<file path="src/rtl/wsd_pkg.sv">
// Shared codes and controller-to-datapath command type for the work-stealing deque.
package wsd_pkg;

  localparam logic [1:0] ACT_PUSH  = 2'd0;
  localparam logic [1:0] ACT_POP   = 2'd1;
  localparam logic [1:0] ACT_STEAL = 2'd2;

  localparam logic [1:0] ST_PUSHED   = 2'd0;
  localparam logic [1:0] ST_RETURNED = 2'd1;
  localparam logic [1:0] ST_EMPTY    = 2'd2;
  localparam logic [1:0] ST_FULL     = 2'd3;

  localparam int unsigned WORD_BITS  = 32;
  localparam int unsigned COUNT_BITS = 4;

  typedef struct packed {
    logic load;  // capture the incoming word
    logic exec;  // perform the store access and index update
  } wsd_cmd_t;

endpackage

</file>
<file path="src/rtl/wsd_ctrl.sv">
// Sequencing state machine of the work-stealing deque.
module wsd_ctrl
  import wsd_pkg::*;
(
  input  logic     clk,
  input  logic     rst_n,
  input  logic     start,
  output logic     busy,
  output logic     out_strobe,
  output wsd_cmd_t cmd
);

  localparam logic [1:0] S_IDLE = 2'd0;
  localparam logic [1:0] S_EXEC = 2'd1;
  localparam logic [1:0] S_RESP = 2'd2;

  logic [1:0] state_r;
  logic [1:0] state_nxt;

  always_comb begin
    state_nxt = state_r;
    unique case (state_r)
      S_IDLE: begin
        if (start) state_nxt = S_EXEC;
      end
      S_EXEC: state_nxt = S_RESP;
      S_RESP: state_nxt = S_IDLE;
      default: state_nxt = S_IDLE;
    endcase
  end

  always_ff @(posedge clk) begin
    if (!rst_n) begin
      state_r <= S_IDLE;
    end else begin
      state_r <= state_nxt;
    end
  end

  assign busy       = (state_r != S_IDLE);
  assign out_strobe = (state_r == S_RESP);
  assign cmd.load   = (state_r == S_IDLE) && start;
  assign cmd.exec   = (state_r == S_EXEC);

endmodule

</file>
<file path="src/rtl/wsd_dpath.sv">
// Task store, running indices and result registers of the work-stealing deque.
module wsd_dpath
  import wsd_pkg::*;
#(
  parameter int unsigned LOG_DEPTH = 4,
  parameter int unsigned TASK_BITS = 32
) (
  input  logic                  clk,
  input  logic                  rst_n,
  input  wsd_cmd_t              cmd,
  input  logic [1:0]            in_action,
  input  logic [WORD_BITS-1:0]  in_task_in,
  output logic [1:0]            out_status,
  output logic [WORD_BITS-1:0]  out_task_out,
  output logic [COUNT_BITS-1:0] out_entry_count,
  output logic                  out_is_empty
);

  localparam int unsigned DEPTH = 1 << LOG_DEPTH;
  localparam int unsigned IW    = LOG_DEPTH + 1;
  localparam logic [IW-1:0] FULL_CNT = IW'(DEPTH - 1);
  localparam logic [IW-1:0] ONE      = IW'(1);

  logic [1:0]           act_r;
  logic [TASK_BITS-1:0] task_r;
  logic [TASK_BITS-1:0] task_w;
  logic [IW-1:0]        top_r, top_nxt;
  logic [IW-1:0]        bot_r, bot_nxt;
  logic [TASK_BITS-1:0] mem [DEPTH];
  logic [TASK_BITS-1:0] rd_r;
  logic [1:0]           status_r, status_nxt;
  logic [IW-1:0]        cnt;
  logic [IW-1:0]        bot_dec;
  logic [IW-1:0]        top_inc;
  logic [IW-1:0]        rd_idx;
  logic                 do_write;
  logic                 do_read;

  // Handles are masked to TASK_BITS, or zero-extended when it exceeds the word.
  always_comb begin
    for (int i = 0; i < TASK_BITS; i++) begin
      task_w[i] = (i < WORD_BITS) ? in_task_in[i % WORD_BITS] : 1'b0;
    end
  end

  assign cnt     = bot_r - top_r;
  assign bot_dec = bot_r - ONE;
  assign top_inc = top_r + ONE;
  assign rd_idx  = (act_r == ACT_POP) ? bot_dec : top_r;

  always_comb begin
    top_nxt    = top_r;
    bot_nxt    = bot_r;
    status_nxt = ST_EMPTY;
    do_write   = 1'b0;
    do_read    = 1'b0;
    unique case (act_r)
      ACT_PUSH: begin
        if (cnt >= FULL_CNT) begin
          status_nxt = ST_FULL;
        end else begin
          do_write   = 1'b1;
          bot_nxt    = bot_r + ONE;
          status_nxt = ST_PUSHED;
        end
      end
      ACT_POP: begin
        if (cnt != '0) begin
          do_read    = 1'b1;
          status_nxt = ST_RETURNED;
          if (cnt == ONE) begin
            top_nxt = top_inc;
            bot_nxt = top_inc;
          end else begin
            bot_nxt = bot_dec;
          end
        end
      end
      ACT_STEAL: begin
        if (cnt != '0) begin
          do_read    = 1'b1;
          status_nxt = ST_RETURNED;
          top_nxt    = top_inc;
        end
      end
      default: status_nxt = ST_EMPTY;
    endcase
  end

  always_ff @(posedge clk) begin
    if (cmd.load) begin
      act_r  <= in_action;
      task_r <= task_w;
    end
    if (cmd.exec) begin
      status_r <= status_nxt;
    end
  end

  always_ff @(posedge clk) begin
    if (!rst_n) begin
      top_r <= '0;
      bot_r <= '0;
    end else if (cmd.exec) begin
      top_r <= top_nxt;
      bot_r <= bot_nxt;
    end
  end

  always_ff @(posedge clk) begin
    if (cmd.exec && do_write) begin
      mem[bot_r[LOG_DEPTH-1:0]] <= task_r;
    end
    if (cmd.exec && do_read) begin
      rd_r <= mem[rd_idx[LOG_DEPTH-1:0]];
    end
  end

  assign out_status   = status_r;
  assign out_is_empty = (cnt == '0);

  always_comb begin
    for (int i = 0; i < WORD_BITS; i++) begin
      out_task_out[i] = (i < TASK_BITS && status_r == ST_RETURNED) ?
                        rd_r[i % TASK_BITS] : 1'b0;
    end
    for (int j = 0; j < COUNT_BITS; j++) begin
      out_entry_count[j] = (j < IW) ? cnt[j % IW] : 1'b0;
    end
  end

endmodule

</file>
<file path="src/rtl/work_stealing_deque.sv">
// Top level of the work-stealing deque: controller, datapath and checks.
//
// A double-ended task queue held in a ring store of 2**LOG_DEPTH handles.
// The owner pushes and pops at the bottom; thieves steal from the top.
// A word is offered on in_action and in_task_in with start high, and it is
// taken at the clock edge where start is high and busy is low.
// Action codes are push, pop and steal; the unused code leaves the deque
// untouched and reports empty. A push is refused with the full status
// once one entry less than the store depth is held.
// Every word gives exactly one result word, shown on the out_ ports for a
// single cycle while out_strobe is high, once the execute state is done.
// The receiver cannot stall: a result is lost if it is not taken then.
// busy stays high through the execute and response states, so a new word
// is not taken before the result of the last one has been shown; the pace
// is set by the registered store read followed by the response state.
// The task handle is zero unless a task was returned; the entry count
// and empty flag describe the deque after the operation.
// A synchronous active-low reset empties the deque by clearing both
// indices; the store contents are not cleared and are never read
// before being written.
module work_stealing_deque
  import wsd_pkg::*;
#(
  parameter int unsigned LOG_DEPTH = 4,
  parameter int unsigned TASK_BITS = 32
) (
  input  logic                  clk,
  input  logic                  rst_n,
  input  logic                  start,
  output logic                  busy,
  input  logic [1:0]            in_action,
  input  logic [WORD_BITS-1:0]  in_task_in,
  output logic                  out_strobe,
  output logic [1:0]            out_status,
  output logic [WORD_BITS-1:0]  out_task_out,
  output logic [COUNT_BITS-1:0] out_entry_count,
  output logic                  out_is_empty
);

  wsd_cmd_t cmd;

  // The controller sequences capture, execute and response cycles.
  wsd_ctrl u_ctrl (
    .clk        (clk),
    .rst_n      (rst_n),
    .start      (start),
    .busy       (busy),
    .out_strobe (out_strobe),
    .cmd        (cmd)
  );

  // The datapath owns the store and both running indices.
  wsd_dpath #(
    .LOG_DEPTH (LOG_DEPTH),
    .TASK_BITS (TASK_BITS)
  ) u_dpath (
    .clk             (clk),
    .rst_n           (rst_n),
    .cmd             (cmd),
    .in_action       (in_action),
    .in_task_in      (in_task_in),
    .out_status      (out_status),
    .out_task_out    (out_task_out),
    .out_entry_count (out_entry_count),
    .out_is_empty    (out_is_empty)
  );

`ifndef SYNTHESIS
  // Each accepted word yields its result strobe after the execute state.
  a_latency: assert property (@(posedge clk) disable iff (!rst_n)
    (start && !busy) |-> ##2 out_strobe)
    else $error("result strobe missing two cycles after acceptance");

  // A result is shown for one cycle only.
  a_single: assert property (@(posedge clk) disable iff (!rst_n)
    out_strobe |=> !out_strobe)
    else $error("result strobe held longer than one cycle");

  // The task handle is zero unless a task was returned.
  a_task_zero: assert property (@(posedge clk) disable iff (!rst_n)
    (out_strobe && out_status != ST_RETURNED) |-> (out_task_out == '0))
    else $error("task handle nonzero without a returned task");
`endif

endmodule
</file>
<file path="config.mk">
export PLATFORM = sky130hd
export DESIGN_NAME = work_stealing_deque
export DESIGN_NICKNAME = d
export VERILOG_FILES = /design/src/rtl/wsd_pkg.sv /design/src/rtl/wsd_ctrl.sv /design/src/rtl/wsd_dpath.sv /design/src/rtl/work_stealing_deque.sv
export SDC_FILE = /design/constraint.sdc
export NUM_CORES = 1
export LEC_CHECK = 0
export ABC_AREA = 1
export BUFFER_PORTS_ARGS = -buffer_cell sky130_fd_sc_hd__buf_2
export CAP_MARGIN = 20
export CORE_MARGIN = 10
export CORE_UTILIZATION = 25
export CTS_CLUSTER_SIZE = 24
export DETAILED_ROUTE_END_ITERATION = 16
export PLACE_DENSITY = 0.37
export SYNTH_ARGS = -nofsm -noshare
export SYNTH_HDL_FRONTEND = slang
export SYNTH_SLANG_ARGS = --single-unit
</file>
<file path="constraint.sdc">
create_clock -name clk -period 7.22 [get_ports clk]
set_input_delay 0.361 -clock clk [delete_from_list [all_inputs] [get_ports clk]]
set_output_delay 0.361 -clock clk [all_outputs]
set_load 0.02 [all_outputs]
</file>
; ---- Word-level counts from Yosys, hierarchy flattened
; Memory sizes are Yosys's and may differ from the RTL's. A register that Yosys moved wholly into a read port is not among the register bits.
; Cells that the tools add are included.
[word_totals]
ff_bits = 48
ram_bits = 512
output_inout_bits = 41
memories = 1
[op_classes]
n_addsub = 4
order_cmp = 1
eq_ne = 11
n_mux = 52
n_reduce_logical = 13
[memory_table]
columns = name, depth, width, rd, rd_ports_with_merged_regs, write_ports, line_no
row1 = u_dpath.mem, 16, 32, 1, 1, 1, wsd_dpath.sv:29  ; logic [TASK_BITS-1:0] mem [DEPTH];
[op_table]
columns = cell, n
row1 = $mux W1, 38
row2 = $mux W5, 6
row3 = $pmux W5 S2, 2
row4 = $add A5 B1 Y5 const B, 2
row5 = $ne A2 B2 Y1 const B, 4
row6 = $pmux W2 S2, 2
row7 = $eq A2 B1 Y1 const B, 3
row8 = $mux W2, 3
row9 = $reduce_bool A2 Y1, 3
row10 = $eq A5 B1 Y1 const B, 1
row11 = $ge A5 B4 Y1 const B, 1
row12 = $logic_not A5 Y1, 1
row13 = $reduce_and A5 Y1, 1
row14 = $reduce_bool A5 Y1, 1
row15 = $sub A5 B1 Y5 const B, 1
row16 = $sub A5 B5 Y5, 1
row17 = $eq A2 B2 Y1 const B, 2
row18 = $logic_not A2 Y1, 2
row19 = $mux W4, 1
row20 = $reduce_and A4 Y1, 1
row21 = $logic_and A1 B1 Y1, 3
row22 = $ne A2 B1 Y1 const B, 1
row23 = $reduce_or A2 Y1, 1

; ---- Depth between registers and ports, before layout
; Gate-level depths: netlist of run 1.
[logic_depth]
depth_word = 7
mapped_depth = 15

; ---- Hierarchy
; A second synthesis of run 1 with hierarchy kept.
[hier_totals]
hier_cells = 1729
hier_area_um2 = 23455.0
[modules_own_cells]
columns = module, instances, cells_each, area_each_um2
row1 = wsd_dpath, 1, 1715, 23352.4
row2 = wsd_ctrl, 1, 14, 102.6

; ---- Worst setup path after synthesis of run 1
; No wires, ideal clock.
[synth_timing]
path_kind = reg-to-reg
start = register u_dpath.bot_r[0]
end = memory u_dpath.mem[3][0] (enable)
setup_ps = 461
arrival_time_ps = 3937
setup_slack_ps = 2821
stages_incl_launch_ff = 10
period_less_slack_ps = 4399
path_cell_list = dfxtp_1 inv_1 ha_1 inv_1 fa_1 nand2_1 nor2_1 nand3_1 nand4_1 nor3_1
[synth_via]
elab_chain_cells = 7
[synth_lines]
columns = element, line_no
row1 = "start, declared", wsd_dpath.sv:28  ; logic [IW-1:0] bot_r, bot_nxt;
row2 = "start signal, assigned", wsd_dpath.sv:106  ; bot_r <= bot_nxt;
row3 = $sub A5 B5 Y5, wsd_dpath.sv:46  ; assign cnt = bot_r - top_r;
row4 = via out_entry_count[1], work_stealing_deque.sv:36  ; output logic [COUNT_BITS-1:0] out_entry_count,
row5 = $ge A5 B4 Y1, wsd_dpath.sv:59  ; if (cnt >= FULL_CNT) begin
row6 = $mux W1, wsd_dpath.sv:59
row7 = $mux W1, wsd_dpath.sv:57  ; unique case (act_r)
row8 = $logic_and A1 B1 Y1, wsd_dpath.sv:111  ; if (cmd.exec && do_write) begin
row9 = $mux W1, wsd_dpath.sv:111
row10 = $mux W1 (implied by the code), wsd_dpath.sv:112  ; mem[bot_r[LOG_DEPTH-1:0]] <= task_r;
row11 = "end, declared", wsd_dpath.sv:29
; The timed path passes the listed nets, and every way through them passes these cells.

; ---- Worst setup path after layout of run 1
[layout_timing]
start = register u_dpath.act_r[1]
end = register u_dpath.rd_r[19], read port of u_dpath.mem, data pin
[layout_via]
elab_chain_cells = 4
elab_cells_between_ends = 6
cone_classes = eq/ne: 2 / mux: 2 / reduce/logical: 2
[layout_lines]
columns = element, line_no
row1 = "start, declared", wsd_dpath.sv:24  ; logic [1:0] act_r;
row2 = "start signal, assigned", wsd_dpath.sv:92  ; act_r <= in_action;
row3 = $eq A2 B2 Y1 / $eq A2 B1 Y1 (equally long branches), "wsd_dpath.sv:57, wsd_dpath.sv:49"
row4 = $reduce_or A2 Y1 (no line), -
row5 = $mux W1, -
row6 = $logic_and A1 B1 Y1, wsd_dpath.sv:114  ; if (cmd.exec && do_read) begin
row7 = "end, declared", wsd_dpath.sv:30  ; logic [TASK_BITS-1:0] rd_r;
; Parallel ways exist; a longest one is shown, timed or not.
; A chain may end at the register's enable or synchronous reset.

==> results.md, run 1 <==
* Status: complete, no violations
* Synth warnings at 0
* Final min period at 4190 ps
* Final ANT Viol Nets at 0
* Ant diodes at 0
* Die height at 326 um
* Reg2reg setup slack at 3030 ps
* Total CTS buffers at 69
* Switching share of power at 25.0%
* Register area at 17,700 um2
* Vias in the first global route at 15,000
* Final Wtd Congestion at 0.770
* Top cell type's share of synthesized area at 74.5%
* Initial antenna violation count at 1
* Critical Path Source Type: flip-flop
* VDD IR max at 0.000146 V
* Clock power share at 42.3%
* Detailed placer's ending HPWL at 35,600 um
* Setup Viol. Count Final at 0
* Area growth, synth to finish at 18.6%
* Syn Area/Cell at 13.4 um2
* Total GRT Usage at 13.1%
* Layout Skew at 26.9 ps
* PortBufs at 77
* Worst-path clk slew at 50 ps
* Setup_tns at 0 ps
* First-pass GRT wire length at 105,000 um
* Multi-input logic area at 5170 um2
* Worst-skew pair later-pin latency at 620 ps
* Cell mode on critical path: nand2_1
* Int Power at 0.00589 W
* Sequential fraction of design power at 49.5%
* WP data required at 7700 ps
* Most frequent cells in the layout: edfxtp_1 (580), nor2_1 (350), o21ai_0 (216), o211ai_1 (89), nand2_1 (85)
* DRC at 0
* CTS resizes at 0
* CTS tree: built
* Max_cap viols at 0
* Die footprint at 106,000 um2
* Distinct cell type count after synthesis at 34
* Most common cell after layout, fill and taps aside: edfxtp_1
* Post-Syn Nets at 1,802
* NetSw at 0.00197 W
* Nets at 1,910
* Total grt overflow at 0
* Slew @ Worst Pin at 1030 ps
* Largest net degree at the start of global routing at 103
* WP buf/inv at 4
* Total wire length at 70,800 um
* Sequential cell area fraction in the yosys report at 75.5%
* Clk root buf: clkbuf_16
* CP top delay family: buffers and inverters
* RSZ-0062 raised after global routing: false
* Pleak at 9.11 nW
* Initial drt markers at 995
* Routed vias/inst at 4.60
* Synthesis-stage register bit count at 592
* Hold crit path type: in -> reg
* Critical path class: reg -> reg
* Chip Width at 326 um
* Critical-path cell list: inv_1, ha_1, inv_2, nand2_1, nand2_8, inv_6, buf_4, o21ai_0, o221ai_1, nand3_1, nand2_1
* Vias at 14,600
* Worst Path Arrival at 4670 ps
* Crit path max-delay cell type: inv_6
* Power density over cell area at 283 nW/um2
* Number of I/O pins at 78
* Final-report hold violation count at 0
* Comb power frac at 8.2%
* Initial core utilization at 25.1%
* Fill cell count at 9,494
* Row Count at 112
* Synthesized cell area at 23,400 um2
* Crit. End Element: flip-flop
* DR pass1 iterations at 5
* Final Util at 29.8%
* Slew Limit Headroom at 31.5%
* Final Max Slew Viols at 0
* Ranking of synthesized cells by area: edfxtp_1 (74%), nor2_1 (5.9%), o21ai_0 (4.6%)
* Worst path max stage delay at 770 ps
* Synth Instances at 1,750
* Clock sinks at 592
* H-tree Lvls at 3
* Peak Freq at 0.239 GHz
* Wire per inst at 22.4 um
* Crit path max fanout at 102
* Tcrit/Tclk final at 58.1%
* Core ar. at 93,000 um2
* Cell taking the most area after synthesis: edfxtp_1
* CTS max path bufs at 3
* Layout cells sized above 1 at 12.7%
## repair_timing
item,4_1_cts,5_1_grt
setup endpoints to repair,0,0
buffers inserted,0,0
hold endpoints to repair,34,0
hold buffers,34,0
## cell type report
cell class / instances / share of cell area [%]
clock buffer: 87 / 6.58
clock inverter: 36 / 1.04
inverter: 65 / 0.911
multi-input combinational: 986 / 18.6
sequential: 592 / 63.6
tap: 1254 / 5.65
timing repair buffer: 144 / 3.55
## worst paths after layout
| check | startpoint | to | cells past startpoint |
|---|---|---|---|
| setup / recovery | u_dpath.act_r[1] | u_dpath.rd_r[19] | 11 |
| hold / removal | start | u_ctrl.state_r[0] | 3 |
| setup reg to reg | u_dpath.act_r[1] | u_dpath.rd_r[19] | 11 |
| hold reg to reg | u_dpath.top_r[1] | u_dpath.top_r[1] | 2 |
## cell usage after synthesis, drive strengths merged
cell	n
clkbuf	82
xor2	5
o2111ai	1
inv	65
nand2	88
nand3	45
nor2	365
o221ai	48
edfxtp	580
dfxtp	12
xnor2	2
fa	1
buf	25
or2	11
nor3	7
nand3b	3
nand4	2
a21oi	13
o21ai	261
o211ai	89
o22ai	31
ha	14
## stage by stage
stage | instances | worst slack, ps | hold WS [ps] | total power, W | cell area, um2
final | 3164 | 3030 | 72.9 | 0.00786 | 27800
after global routing | 3164 | 2590 | 53.3 | 0.00819 | 27800
after CTS | 3164 | 2990 | 28.7 | 0.00799 | 27800
after detailed placement | 3007 | 2990 | 539 | 0.00461 | 25300
after global placement | 3007 | 3000 | 541 | 0.00462 | 25300
after floorplan | 1750 | 2820 | 460 | 0.00435 | 23400
## layer usage
metal  GRT usage, %  share of wire [%]  routed length, um
met2           20.2                 45              31900
met4           3.30                2.0               1390
met5              0              0.018                 13
met1           18.9                 49              34900
met3           2.25                3.7               2630
## worst reg2reg max path, stage by stage, from the launching register on
cell	delay, ps
edfxtp_1	410
inv_1	100
ha_1	540
inv_2	210
nand2_1	210
nand2_8	350
inv_6	820
buf_4	700
o21ai_0	180
o221ai_1	340
nand3_1	110
nand2_1	100
## power groups by stage
stage               Sequential [W]  Combinational (W)  Clock [W]
floorplan                  0.00394           0.000416          0
global placement           0.00397           0.000649          0
detailed placement         0.00397           0.000647          0
CTS                        0.00389           0.000663    0.00343
global route               0.00390           0.000728    0.00356
finish                     0.00389           0.000646    0.00332
## flip-flops by register name, indices dropped and copies added (netlist names)
signal and flops:
u_dpath.rd_r 32, u_dpath.top_r 5, u_dpath.mem 512, u_ctrl.state_r 2, u_dpath.out_status 2, u_dpath.act_r 2
u_dpath.bot_r 5, u_dpath.task_r 32
## kinds of logic (layout without fill, tap and decap cells)
kind of cell	Yosys count	in the layout	share of synthesized area, %
AND/OR/NAND/NOR	521	521	8.88
XOR/XNOR	7	7	0.262
adder cells (fa/ha/maj)	15	15	0.835
flip-flops	592	592	75.5
buffers and inverters	172	332	3.07
AO/OA/AOI/OAI	443	443	11.5
(Power assumes the default switching activity.)
==> run 2, diff against run 1 <==
--- a/config.mk
+++ b/config.mk
@@ -12,7 +12,7 @@
 export CORE_UTILIZATION = 25
 export CTS_CLUSTER_SIZE = 24
 export DETAILED_ROUTE_END_ITERATION = 16
-export PLACE_DENSITY = 0.37
+export PLACE_DENSITY = 0.38
 export SYNTH_ARGS = -nofsm -noshare
 export SYNTH_HDL_FRONTEND = slang
 export SYNTH_SLANG_ARGS = --single-unit
==> constraint.sdc (replaced) <==
create_clock -name clk -period 3.65 [get_ports clk]
set_input_delay 0.1825 -clock clk [delete_from_list [all_inputs] [get_ports clk]]
set_output_delay 0.1825 -clock clk [all_outputs]
set_load 0.02 [all_outputs]
==> run 2 against run 1 <==
Against the previous run:
- register-to-register slack got worse by 2600 ps
- first-iteration DRC count fell by 4.2%
- routed wire length fell by 6.7%
- clock power rose by 120%
- combinational power rose by 110%
- critical path type unchanged
- sequential share of layout area fell by 1.7 points
- fmax rose by 31%
- power rose by 110%
- via count fell by 0.91%
- highest routed layer is now met4
- critical endpoint is now u_dpath.mem[12][8]
==> results.md, run 2 (synthesis gave the netlist of run 1 again) <==
* Slew Limit Headroom at 26.0%
* Switching share of power at 23.8%
* NetSw at 0.00386 W
* Total GRT Usage at 12.2%
* Final ANT Viol Nets at 0
* Die height at 326 um
* Pleak at 9.50 nW
* Wire per inst at 20.7 um
* Fill cell count at 9,411
* Critical Path Source Type: flip-flop
* Detailed placer's ending HPWL at 37,300 um
* H-tree Lvls at 3
* Status: complete, no violations
* Crit path max fanout at 19
* Worst-path clk slew at 60 ps
* Total wire length at 66,100 um
* DR pass1 iterations at 5
* WP data required at 3900 ps
* DRC at 0
* Max_cap viols at 0
* Tcrit/Tclk final at 87.8%
* CTS max path bufs at 3
* HP Start: in_task_in[22]
* Max FFs per register at 512
* Crit. End Element: flip-flop
* Largest net degree at the start of global routing at 97
* Setup_tns at 0 ps
* Number of I/O pins at 78
* Clk root buf: clkbuf_16
* Vias in the first global route at 14,800
* Final Wtd Congestion at 0.788
* Total grt overflow at 0
* First-pass GRT wire length at 98,600 um
* Final min period at 3200 ps
* Initial antenna violation count at 0
* Total CTS buffers at 71
* Post-CTS setup buffer count at 0
* Int Power at 0.0124 W
* Initial core utilization at 25.1%
* Slew @ Worst Pin at 1110 ps
* Final instance area at 28,500 um2
* Final-report hold violation count at 0
* Placement Cell Area at 25,800 um2
* CTS tree: built
* Clock sinks at 592
* Setup Viol. Count Final at 0
* VDD IR max at 0.000401 V
* Comb power frac at 8.3%
* Final Power at 0.0162 W
* RSZ-0062 raised after global routing: false
* Area growth, synth to finish at 22.0%
* Routed vias/inst at 4.51
* Row Count at 112
* Clock power share at 44.2%
* PortBufs at 77
* Die footprint at 106,000 um2
* Reg2reg start: u_dpath.bot_r[0]
* Core ar. at 93,000 um2
* Nets at 1,945
* Layout Skew at 27.8 ps
* Ant diodes at 0
* Worst Path Arrival at 3450 ps
* Hold crit path type: in -> reg
* Most common cell after layout, fill and taps aside: edfxtp_1
* Initial drt markers at 953
* Worst-skew pair later-pin latency at 610 ps
* Most frequent cells in the layout: edfxtp_1 (580), nor2_1 (350), o21ai_0 (216), o211ai_1 (89), nand2_1 (85)
* Chip Width at 326 um
* Peak Freq at 0.312 GHz
* Vias at 14,400
* Layout cells sized above 1 at 14.8%
* Sequential fraction of design power at 47.5%
* Power density over cell area at 569 nW/um2
* Crit. Startpoint: u_dpath.bot_r[0]
* Critical path class: reg -> reg
* Final Max Slew Viols at 0
[run 2: cell count changes in the layout (fill, tap and decap cells not counted), sizes merged]
cell         delta
clkinv          +2
inv             -1
clkinvlp        +1
bufinv          +7
buf            +30
dlygate4sd3     +3
clkbuf          -6
[run 2: cell type report]
type                    count  area, um2  area share [%]
multi-input cells         986       5170            18.1
inverters                  65        253           0.886
flip-flops and latches    592      17700            61.9
clock buffers              81       1900            6.66
clock inverters            45        463            1.62
repair buffers            177       1520            5.32
well taps                1254       1570            5.50
[run 2: per-stage QoR]
| stage | hold slack [ps] | setup WS [ps] | utilization [%] | std cells |
|---|---|---|---|---|
| floorplan | 281 | -749 | - | 1750 |
| finish | 289 | 447 | 30.7 | 3200 |
| global placement | 360 | 489 | 27.7 | 3037 |
| CTS | 255 | 436 | 30.7 | 3200 |
| detailed placement | 361 | 433 | 27.7 | 3037 |
| global route | 284 | 183 | 30.7 | 3200 |
[run 2: timing repair]
action,CTS,global route
resized for setup,0,0
hold buffers,37,0
hold endpoints to repair,46,0
[run 2: critical path: stages, from the launching register on]
cell,delay (ps)
dfxtp_1,330
inv_1,220
ha_1,190
inv_1,60
fa_1,400
nand3_1,130
nand2_1,70
nand2_1,60
nand2_1,130
inv_1,110
nand4_1,180
inv_1,150
nand2_1,240
nor2_4,160
buf_4,380
[run 2: path summary, 6_finish.rpt]
| check | to | slack [ps] | depth (start not counted) |
|---|---|---|---|
| hold reg to reg | u_dpath.top_r[1] | 550 | 2 |
| hold / removal | u_dpath.task_r[22] | 290 | 2 |
| setup reg to reg | u_dpath.mem[12][8] | 450 | 14 |
| setup / recovery | u_dpath.mem[12][8] | 450 | 14 |
[run 2: layer usage]
layer / share of wire, % / vias up / GRT usage, %
met2: 48 / 259 / 20.1
met3: 3.5 / 87 / 1.87
li1: - / 6777 / -
met1: 47 / 7306 / 16.4
met4: 2.2 / 0 / 3.63
met5: 0 / - / 0
[run 2: power by group through the flow]
stage / sequential [W] / clock (W) / combinational [W]
global placement: 0.00785 / 0 / 0.00137
finish: 0.00770 / 0.00717 / 0.00135
CTS: 0.00771 / 0.00741 / 0.00140
detailed placement: 0.00785 / 0 / 0.00136
global route: 0.00772 / 0.00768 / 0.00151
floorplan: 0.00778 / 0 / 0.000825
